`src/hdl/ceb_pkg.sv`:
```
// Shared constants and width helpers for the cubic Bezier easing block.
`default_nettype none

package ceb_pkg;

  localparam int FracBitsDef   = 15;
  localparam int FieldW        = 16;
  localparam int IterW         = 6;
  localparam int IterCap       = 32;
  localparam int MaxIterReset  = 12;

  // Signed width of the curve parameter t. It must hold any 16-bit start value
  // and the clamp bound of four.
  function automatic int t_width(input int frac_bits);
    int w;
    begin
      w = (frac_bits + 4 > FieldW + 1) ? frac_bits + 4 : FieldW + 1;
      return w;
    end
  endfunction

  // Signed width of the Horner accumulator. Each multiply by t can grow the
  // magnitude by the integer bits of t, plus one bit for the added coefficient.
  function automatic int acc_width(input int frac_bits);
    int kw;
    int grow;
    begin
      kw   = ((frac_bits > 19) ? frac_bits : 19) + 2;
      grow = t_width(frac_bits) - 1 - frac_bits;
      return kw + 3 * (grow + 1);
    end
  endfunction

endpackage

`default_nettype wire

```
`src/hdl/ceb_horner_cell.sv`:
```
// One Horner step: acc_o = round(acc_i * t_i / 2^FRAC_BITS) + addend_i, registered.
`default_nettype none

module ceb_horner_cell #(
  parameter int FRAC_BITS = 15,
  parameter int AccW      = 30,
  parameter int TW        = 18
) (
  input  wire logic                   clk_i,
  input  wire logic                   rst_ni,
  input  wire logic                   valid_i,
  input  wire logic signed [TW-1:0]   t_i,
  input  wire logic signed [AccW-1:0] acc_i,
  input  wire logic signed [AccW-1:0] addend_i,
  output logic                        valid_o,
  output logic signed [TW-1:0]        t_o,
  output logic signed [AccW-1:0]      acc_o
);
  import ceb_pkg::*;

  localparam int PW = AccW + TW;
  localparam logic [PW:0] HalfQ = {{(PW - FRAC_BITS + 1){1'b0}}, 1'b1,
                                   {(FRAC_BITS - 1){1'b0}}};

  logic signed [PW-1:0]   prod;
  logic signed [PW:0]     rnd;
  logic signed [PW:0]     shf;
  logic signed [AccW-1:0] acc_d;
  logic                   valid_q;
  logic signed [TW-1:0]   t_q;
  logic signed [AccW-1:0] acc_q;

  always_comb begin
    prod  = acc_i * t_i;
    // Round to nearest with ties upward, then floor through the arithmetic shift.
    rnd   = $signed({prod[PW-1], prod}) + $signed(HalfQ);
    shf   = rnd >>> FRAC_BITS;
    acc_d = $signed(shf[AccW-1:0]) + addend_i;
  end

  always_ff @(posedge clk_i or negedge rst_ni) begin
    if (!rst_ni) begin
      valid_q <= 1'b0;
    end else begin
      valid_q <= valid_i;
    end
  end

  always_ff @(posedge clk_i) begin
    if (valid_i) begin
      t_q   <= t_i;
      acc_q <= acc_d;
    end
  end

  assign valid_o = valid_q;
  assign t_o     = t_q;
  assign acc_o   = acc_q;

endmodule

`default_nettype wire

```
`config.mk`:
```
export PLATFORM = sky130hd
export DESIGN_NAME = ceb_horner_cell
export DESIGN_NICKNAME = d
export VERILOG_FILES = /design/src/hdl/ceb_pkg.sv /design/src/hdl/ceb_horner_cell.sv
export SDC_FILE = /design/constraint.sdc
export NUM_CORES = 1
export LEC_CHECK = 0
export BUFFER_PORTS_ARGS = -buffer_cell sky130_fd_sc_hd__buf_4
export CORE_MARGIN = 5
export CORE_UTILIZATION = 44
export CTS_BUF_LIST = sky130_fd_sc_hd__clkbuf_2 sky130_fd_sc_hd__clkbuf_4 sky130_fd_sc_hd__clkbuf_8
export CTS_CLUSTER_SIZE = 12
export DETAILED_ROUTE_END_ITERATION = 12
export GPL_TIMING_DRIVEN = 0
export PLACE_DENSITY = 0.71
export SYNTH_ARGS = -nofsm -noshare
export SYNTH_HDL_FRONTEND = slang
export SYNTH_SLANG_ARGS = --single-unit
```
`constraint.sdc`:
```
create_clock -name clk_i -period 0.8 [get_ports clk_i]
set_clock_uncertainty 0.1 [all_clocks]
set_input_delay 0.08 -clock clk_i [delete_from_list [all_inputs] [get_ports clk_i]]
set_output_delay 0.08 -clock clk_i [all_outputs]
set_load 0.02 [all_outputs]
```
==> impl_metrics.env, run 1 <==
export IMPL_clk_pin_slew_worst_paths_ns=0.11
export IMPL_rsz0062_at_grt="yes"
export IMPL_postRouteAntennaNets=0
export IMPL_drcViolationCount=0
export IMPL_min_period_ns=7.66
export IMPL_crit_arrival_ns=7.77
export IMPL_viasPerCell=5.25
export IMPL_cts_root_buf="clkbuf_8"
export IMPL_die_h_um=225
export IMPL_grt_pass1_wl_mm=99.1
export IMPL_drtIter0Drc=1163
export IMPL_crit_path_end_kind="register"
export IMPL_gp_congestion=0.979
export IMPL_drive_above_1_share_pct=22.0
export IMPL_synth_fa_ha_area_share_pct=57.4
export IMPL_grt_max_degree=50
export IMPL_io_pins=130
export IMPL_cts_buffers=5
export IMPL_cpPeakStageDelay_ns=0.58
export IMPL_synthMuxAreaShare_pct=0.0552
export IMPL_fin_nets=3195
export IMPL_h_tree_depth=2
export IMPL_overflow=0
export IMPL_multiInputGateArea_sq_um=17600
export IMPL_yosysUniqueCellTypes=63
export IMPL_synthCells=2212
export IMPL_dp_final_hpwl_mm=50.2
export IMPL_regArea_sq_um=1470
export IMPL_path_max_fanout=4
export IMPL_synth_nets=2930
export IMPL_synth_xor_area_share_pct=3.00
export IMPL_ys_warn_count=0
export IMPL_synth_flop_cell="edfxtp_1"
export IMPL_report_final_slew_viol_count=0
export IMPL_core_area_sq_um=46300
export IMPL_synth_edff_count=48
export IMPL_start_kind="input pin"
export IMPL_dieWidth_um=225
export IMPL_min_period_over_period_pct=957
export IMPL_vias=16204
export IMPL_netlist_area_sq_um=20400
export IMPL_synth_simple_area_share_pct=15.0
export IMPL_fmax_ghz=0.131
export IMPL_finalSetupViolations=79
export IMPL_fp_row_count=79
export IMPL_synth_area_leader_cell="fa_1"
export IMPL_synth_top_family_by_area="adder cells"
export IMPL_port_buffer_count=118
export IMPL_post_place_ws_ns=-8.40
export IMPL_synthToLayoutAreaGrowth_pct=27.3
export IMPL_crit_required_ns=0.91
export IMPL_status="finished, violations left"
export IMPL_clock_sinks=49
export IMPL_failed_checks="hold timing, setup timing"
export IMPL_timing_hold_ws_ns=-0.109
export IMPL_grt_pass1_vias=17594
export IMPL_drt_wl_total_mm=64.3
export IMPL_syn_avg_cell_area_sq_um=9.23
export IMPL_synth_seq_cells=49
export IMPL_slowest_stage="fa_1"
export IMPL_initial_core_util_pct=44.1
export IMPL_yosys_top_cells_area="fa_1, inv_1, ha_1"
export IMPL_seq_area_frac_synth_pct=7.18
export IMPL_tns_ns=-197.67
export IMPL_clock_tree_buffer_depth=2
export IMPL_fillers=3890
export IMPL_grt_usage_pct=25.6
export IMPL_hold_viol=2
export IMPL_placed_cells=2937
export IMPL_async_reset_ff_share_pct=2.04
export IMPL_worst_slack_ns=-6.86
export IMPL_wl_per_cell_um=20.8
export IMPL_slew_headroom_pct=62.9
export IMPL_hold_class="in2reg"
export IMPL_crit_type="in2reg"
export IMPL_drt_pass1_iter_count=6
export IMPL_synth_top_area_share_pct=48.9
export IMPL_fin_cells=3085
export IMPL_synth_compound_area_share_pct=5.02
export IMPL_antenna_found_initial=0
export IMPL_tightest_slew_ns=0.557
export IMPL_holdBufCountCts=20
export IMPL_diodes=0
export IMPL_maxCapViolations=0
export IMPL_cts_tree="done"
export IMPL_die_area_sq_um=50800
[Yosys cell counts (all sizes together), types with 12 or more instances]
library cell and n:
ha 138, edfxtp 48, nand2 331, nand2b 14, o21ai 20, xnor2 50
clkbuf 95, nand3 12, xor2 20, and2 197, a21oi 44, fa 499
nor2 38, a21o 25, inv 576
[what timing repair did]
action	4_1_cts	5_1_grt
setup endpoints to repair	79	101
setup buffers	68	51
cloned	3	1
pin swaps	82	106
hold endpoints to repair	21	3
resized for setup	372	126
[area by class of cell]
cell class              instances  share of cell area (%)
multi-input cells            1490                    67.7
repair buffers                260                    9.07
inverters                     577                    8.38
plain buffers                  94                    5.87
flip-flops and latches         49                    5.64
well taps                     607                    2.92
clock buffers                   6                   0.318
clock inverters                 2                  0.0530
[sequential cells by signal, indices dropped and copies added, names as in the netlist]
name / cells
acc_o: 30
t_o: 18
valid_o: 1
[placed cells by master (no fill, tap or decap), drive strengths merged, types with 19 or more instances in the layout]
cell / instances
xnor2: 50
and2: 197
nand2: 331
xor2: 20
dlygate4sd3: 19
ha: 138
buf: 262
o21ai: 20
clkbuf: 78
inv: 576
a21oi: 44
a21o: 25
fa: 499
edfxtp: 48
nor2: 38
[critical path: cells and delay by family]
kind	cells	cell delay (ns)
AOI/OAI and AO/OA	6	1.16
xor gates and xnor gates	1	0.27
adders and majority gates	8	3.63
and+or+nand+nor	9	2.01
buffers and inverters	8	0.58
[final timing paths]
path	to	from	depth (start not counted)	slack, ns
worst max-delay path	acc_o[28]	acc_i[19]	32	-6.86
worst min-delay path	acc_o[0]	addend_i[0]	2	-0.11
max in group asynchronous	valid_o	rst_ni	3	0.10
min in group asynchronous	valid_o	rst_ni	3	0.41
[metal layers]
| metal | GRT usage (%) | wire (um) | up-vias |
|---|---|---|---|
| met1 | 32.2 | 24100 | 8289 |
| met2 | 43.7 | 31900 | 727 |
| li1 | - | - | 6987 |
| met5 | 0 | 0 | - |
| met3 | 4.88 | 5050 | 201 |
| met4 | 10.4 | 3230 | 0 |
[cells by family (layout without fill, tap and decap cells)]
logic type               Yosys count  after routing
AO/OA/AOI/OAI                    148            148
XOR/XNOR                          70             70
adder cells (fa/ha/maj)          637            637
buffers and inverters            673            939
flip-flops                        49             49
multiplexers                       1              1
AND/OR/NAND/NOR                  634            634
[metrics by stage]
stage	util, %	area [sq um]	hold WS [ns]
after floorplan	-	20900	-0.316
after global placement	48.8	22600	-0.245
after detailed placement	48.8	22600	-0.244
after CTS	54.5	25200	-0.117
after global routing	56.2	26000	-0.135
final	56.2	26000	-0.109
Power of run 1 is not shown: default switching activity piles up to over one toggle a cycle in this logic, so the estimate is an artifact.
==> run 2: changes to the inputs <==
--- a/config.mk
+++ b/config.mk
@@ -13,6 +13,7 @@
 export DETAILED_ROUTE_END_ITERATION = 12
 export GPL_TIMING_DRIVEN = 0
 export PLACE_DENSITY = 0.71
+export RECOVER_POWER = 50
 export SYNTH_ARGS = -nofsm -noshare
 export SYNTH_HDL_FRONTEND = slang
 export SYNTH_SLANG_ARGS = --single-unit
==> run 2 against run 1 <==
Against the previous run: the run still ends with hold timing, setup timing left; maximum frequency rose by 0.16%; cell count stayed put; first-iteration DRC count decreased by 6.9%; critical path type unchanged; count of clock-buffer cells in the layout did not move; highest routed layer unchanged; design area about the same; hold slack improved by 0.0018 ns.
==> impl_metrics.env, run 2 (synthesis gave the netlist of run 1 again) <==
export IMPL_wl_per_cell_um=20.8
export IMPL_diodes=0
export IMPL_die_area_sq_um=50800
export IMPL_tightest_slew_ns=0.820
export IMPL_drtIter0Drc=1083
export IMPL_dieWidth_um=225
export IMPL_fillers=3890
export IMPL_io_pins=130
export IMPL_hold_class="in2reg"
export IMPL_clock_tree_buffer_depth=2
export IMPL_grt_usage_pct=25.6
export IMPL_report_final_slew_viol_count=0
export IMPL_drcViolationCount=0
export IMPL_cts_tree="done"
export IMPL_vias=16207
export IMPL_cts_root_buf="clkbuf_8"
export IMPL_synthToLayoutAreaGrowth_pct=27.2
export IMPL_antenna_found_initial=0
export IMPL_tns_ns=-198.56
export IMPL_slowest_stage="fa_1"
export IMPL_clock_sinks=49
export IMPL_grt_max_degree=50
export IMPL_fp_row_count=79
export IMPL_drt_wl_total_mm=64.3
export IMPL_failed_checks="hold timing, setup timing"
export IMPL_cpPeakStageDelay_ns=0.57
export IMPL_core_area_sq_um=46300
export IMPL_min_period_over_period_pct=956
export IMPL_design_area_sq_um=26000
export IMPL_path_max_fanout=5
export IMPL_maxCapViolations=0
export IMPL_rsz0062_at_grt="yes"
export IMPL_h_tree_depth=2
export IMPL_die_h_um=225
export IMPL_worst_slack_ns=-6.85
export IMPL_initial_core_util_pct=44.1
export IMPL_postRouteAntennaNets=0
export IMPL_viasPerCell=5.25
export IMPL_slew_headroom_pct=45.4
export IMPL_cp_top_family="adder cells"
export IMPL_crit_path_end_kind="register"
export IMPL_grt_pass1_wl_mm=99.1
export IMPL_final_common_cell="inv_1"
export IMPL_cts_buffers=5
export IMPL_largest_reg_flops=30
export IMPL_grt_pass1_vias=17594
export IMPL_dp_final_hpwl_mm=50.2
export IMPL_holdBufCountCts=20
export IMPL_finalSetupViolations=105
export IMPL_clk_pin_slew_worst_paths_ns=0.11
export IMPL_drive_above_1_share_pct=22.0
export IMPL_gp_congestion=0.979
export IMPL_crit_required_ns=0.91
export IMPL_hold_viol=1
export IMPL_crit_type="in2reg"
export IMPL_fin_nets=3195
export IMPL_drt_pass1_iter_count=5
export IMPL_port_buffer_count=118
export IMPL_crit_arrival_ns=7.76
export IMPL_path_buf_inv=5
export IMPL_status="finished, violations left"
export IMPL_fmax_ghz=0.131
export IMPL_crit_top_cell="fa_1"
export IMPL_overflow=0
export IMPL_timing_hold_ws_ns=-0.107
export IMPL_min_period_ns=7.65
export IMPL_place_area_sq_um=22600
export IMPL_start_kind="input pin"
export IMPL_layout_common_cells="inv_1, fa_1, nand2_1"
run 2: cell count changes in the layout (fill, tap and decap cells not counted), sizes merged:
cell / change
clkbuf: +1
buf: -1
clkdlybuf4s25: +1
dlymetal6s4s: -1
run 2: timing repair:
| action | 4_1_cts | 5_1_grt |
|---|---|---|
| setup endpoints to repair | 79 | 101 |
| pin swaps | 82 | 106 |
| gates resized for setup | 372 | 126 |
| buffers inserted | 68 | 51 |
| gates cloned | 3 | 1 |
| endpoints found under the hold margin | 21 | 3 |
run 2: area by class of cell:
cell class	count	area (sq um)	area share [%]
multi-input combinational	1490	17600	67.8
timing repair buffer	260	2350	9.05
inverter	577	2180	8.39
buffer	94	1530	5.87
sequential	49	1470	5.64
tap	607	759	2.92
clock buffer	6	82.6	0.318
clock inverter	2	13.8	0.0530
run 2: worst paths after layout:
path	endpoint	start	slack (ns)	depth (start not counted)
min in group asynchronous	valid_o	rst_ni	0.41	3
max in group asynchronous	valid_o	rst_ni	0.10	3
worst min-delay path	acc_o[0]	addend_i[0]	-0.11	2
worst max-delay path	acc_o[28]	t_i[16]	-6.85	29
run 2: metrics by stage:
stage,utilization [%],cells,setup slack [ns]
after global routing,56.2,3085,-7.01
final,56.2,3085,-6.85
after CTS,54.5,3035,-6.83
after detailed placement,48.8,2937,-8.40
after floorplan,-,2212,-6.69
after global placement,48.8,2937,-8.29
run 2: per-layer routing:
metal	track usage, %	routed length (um)	up-vias
met5	0	0	-
met4	10.4	3320	0
met3	4.88	5070	194
met2	43.7	31900	726
met1	32.2	24000	8302
li1	-	-	6985
Power of run 2 is left out for the same reason.
==> run 3: changes to the inputs <==
--- a/config.mk
+++ b/config.mk
@@ -14,6 +14,7 @@
 export GPL_TIMING_DRIVEN = 0
 export PLACE_DENSITY = 0.71
 export RECOVER_POWER = 50
+export SKIP_LAST_GASP = 1
 export SYNTH_ARGS = -nofsm -noshare
 export SYNTH_HDL_FRONTEND = slang
 export SYNTH_SLANG_ARGS = --single-unit
==> run 3 against run 2 <==
Against the previous run: cell count increased by 0.13%; worst setup slack got worse by 0.042 ns; first-iteration DRC count decreased by 4.0%; global-route usage decreased by 0.24 points; critical path type unchanged; the run still ends with hold timing, setup timing left; core utilization about the same; hold slack about the same.
==> impl_metrics.env, run 3 (synthesis gave the netlist of run 1 again) <==
export IMPL_grt_usage_pct=25.3
export IMPL_final_common_cell="inv_1"
export IMPL_drive_above_1_share_pct=21.8
export IMPL_slowest_stage="fa_1"
export IMPL_drcViolationCount=0
export IMPL_clock_tree_buffer_depth=2
export IMPL_status="finished, violations left"
export IMPL_layout_common_cells="inv_1, fa_1, nand2_1"
export IMPL_fin_nets=3199
export IMPL_start_kind="input pin"
export IMPL_antenna_found_initial=0
export IMPL_failed_checks="hold timing, setup timing"
export IMPL_core_area_sq_um=46300
export IMPL_drt_pass1_iter_count=6
export IMPL_cts_tree="done"
export IMPL_crit_path_end_kind="register"
export IMPL_clk_pin_slew_worst_paths_ns=0.11
export IMPL_dieWidth_um=225
export IMPL_die_area_sq_um=50800
export IMPL_h_tree_depth=2
export IMPL_endpoint="acc_o[28]"
export IMPL_crit_arrival_ns=7.79
export IMPL_largest_reg_flops=30
export IMPL_regArea_sq_um=1470
export IMPL_cts_buffers=5
export IMPL_timing_hold_ws_ns=-0.107
export IMPL_min_period_ns=7.69
export IMPL_dp_final_hpwl_mm=50.2
export IMPL_hold_viol=2
export IMPL_fp_row_count=79
export IMPL_port_buffer_count=118
export IMPL_multiInputGateArea_sq_um=17500
export IMPL_grt_max_degree=50
export IMPL_postRouteAntennaNets=0
export IMPL_wl_met1_mm=23.7
export IMPL_drt_wl_total_mm=63.8
export IMPL_overflow=0
export IMPL_tightest_slew_ns=0.816
export IMPL_io_pins=130
export IMPL_synthToLayoutAreaGrowth_pct=27.2
export IMPL_fillers=3887
export IMPL_maxCapViolations=0
export IMPL_crit_required_ns=0.90
export IMPL_path_depth=29
export IMPL_cts_root_buf="clkbuf_8"
export IMPL_dr_wl_met2_mm=31.6
export IMPL_drtIter0Drc=1040
export IMPL_min_period_over_period_pct=961
export IMPL_routed_wl_met3_mm=5.19
export IMPL_report_final_slew_viol_count=0
export IMPL_hold_class="in2reg"
export IMPL_wl_per_cell_um=20.7
export IMPL_highest_layer="met4"
export IMPL_design_area_sq_um=26000
export IMPL_viasPerCell=5.23
export IMPL_worst_slack_ns=-6.89
export IMPL_diodes=0
export IMPL_initial_core_util_pct=44.1
export IMPL_finalSetupViolations=105
export IMPL_fmax_ghz=0.130
export IMPL_gp_congestion=0.979
export IMPL_die_h_um=225
export IMPL_crit_top_cell="fa_1"
export IMPL_path_max_fanout=10
export IMPL_place_area_sq_um=22600
export IMPL_slew_headroom_pct=45.6
export IMPL_grt_pass1_wl_mm=98.3
export IMPL_rsz0062_at_grt="yes"
export IMPL_holdBufCountCts=20
export IMPL_vias=16150
export IMPL_cp_top_family="adder cells"
export IMPL_grt_pass1_vias=17580
export IMPL_cpPeakStageDelay_ns=0.59
export IMPL_crit_type="in2reg"
export IMPL_cp_startpoint="t_i[10]"
export IMPL_path_buf_inv=5
export IMPL_clock_sinks=49
## run 3: final cells by class
| type | instances | share of cell area (%) |
|---|---|---|
| Inverter | 577 | 8.39 |
| Buffer | 94 | 5.88 |
| Tap cell | 607 | 2.93 |
| Clock inverter | 2 | 0.0530 |
| Clock buffer | 6 | 0.318 |
| Sequential cell | 49 | 5.65 |
| Multi-Input combinational cell | 1490 | 67.5 |
| Timing Repair Buffer | 264 | 9.29 |
## run 3: worst min path at each step
stage,startpoint,to,depth (start not counted)
global route,addend_i[0],acc_o[0],2
global placement,rst_ni,valid_o,1
finish,addend_i[0],acc_o[0],2
detailed placement,rst_ni,valid_o,1
floorplan,rst_ni,valid_o,0
CTS,addend_i[0],acc_o[0],2
## run 3: routing by layer
layer,vias up,GRT usage [%]
met5,-,0
met4,0,10.4
met3,201,4.92
met2,717,43.3
met1,8244,31.7
li1,6988,-
## run 3: what timing repair did
| action | in CTS | in global routing |
|---|---|---|
| setup endpoints to repair | 79 | 101 |
| gates resized for setup | 314 | 181 |
| buffers inserted | 68 | 54 |
| gates cloned | 3 | 2 |
| endpoints found under the hold margin | 21 | 3 |
| pin swaps | 81 | 100 |
## run 3: stage by stage
step           setup TNS [ns]  setup WS [ns]  cells  util (%)
2_1_floorplan         -172.43          -6.69   2212         -
3_3_place_gp          -233.07          -8.29   2937      48.8
3_5_place_dp          -236.23          -8.40   2937      48.8
4_1_cts               -198.78          -6.83   3035      54.0
5_1_grt               -210.77          -7.05   3089      56.1
6_report              -199.32          -6.89   3089      56.1
Power of run 3 is left out for the same reason.
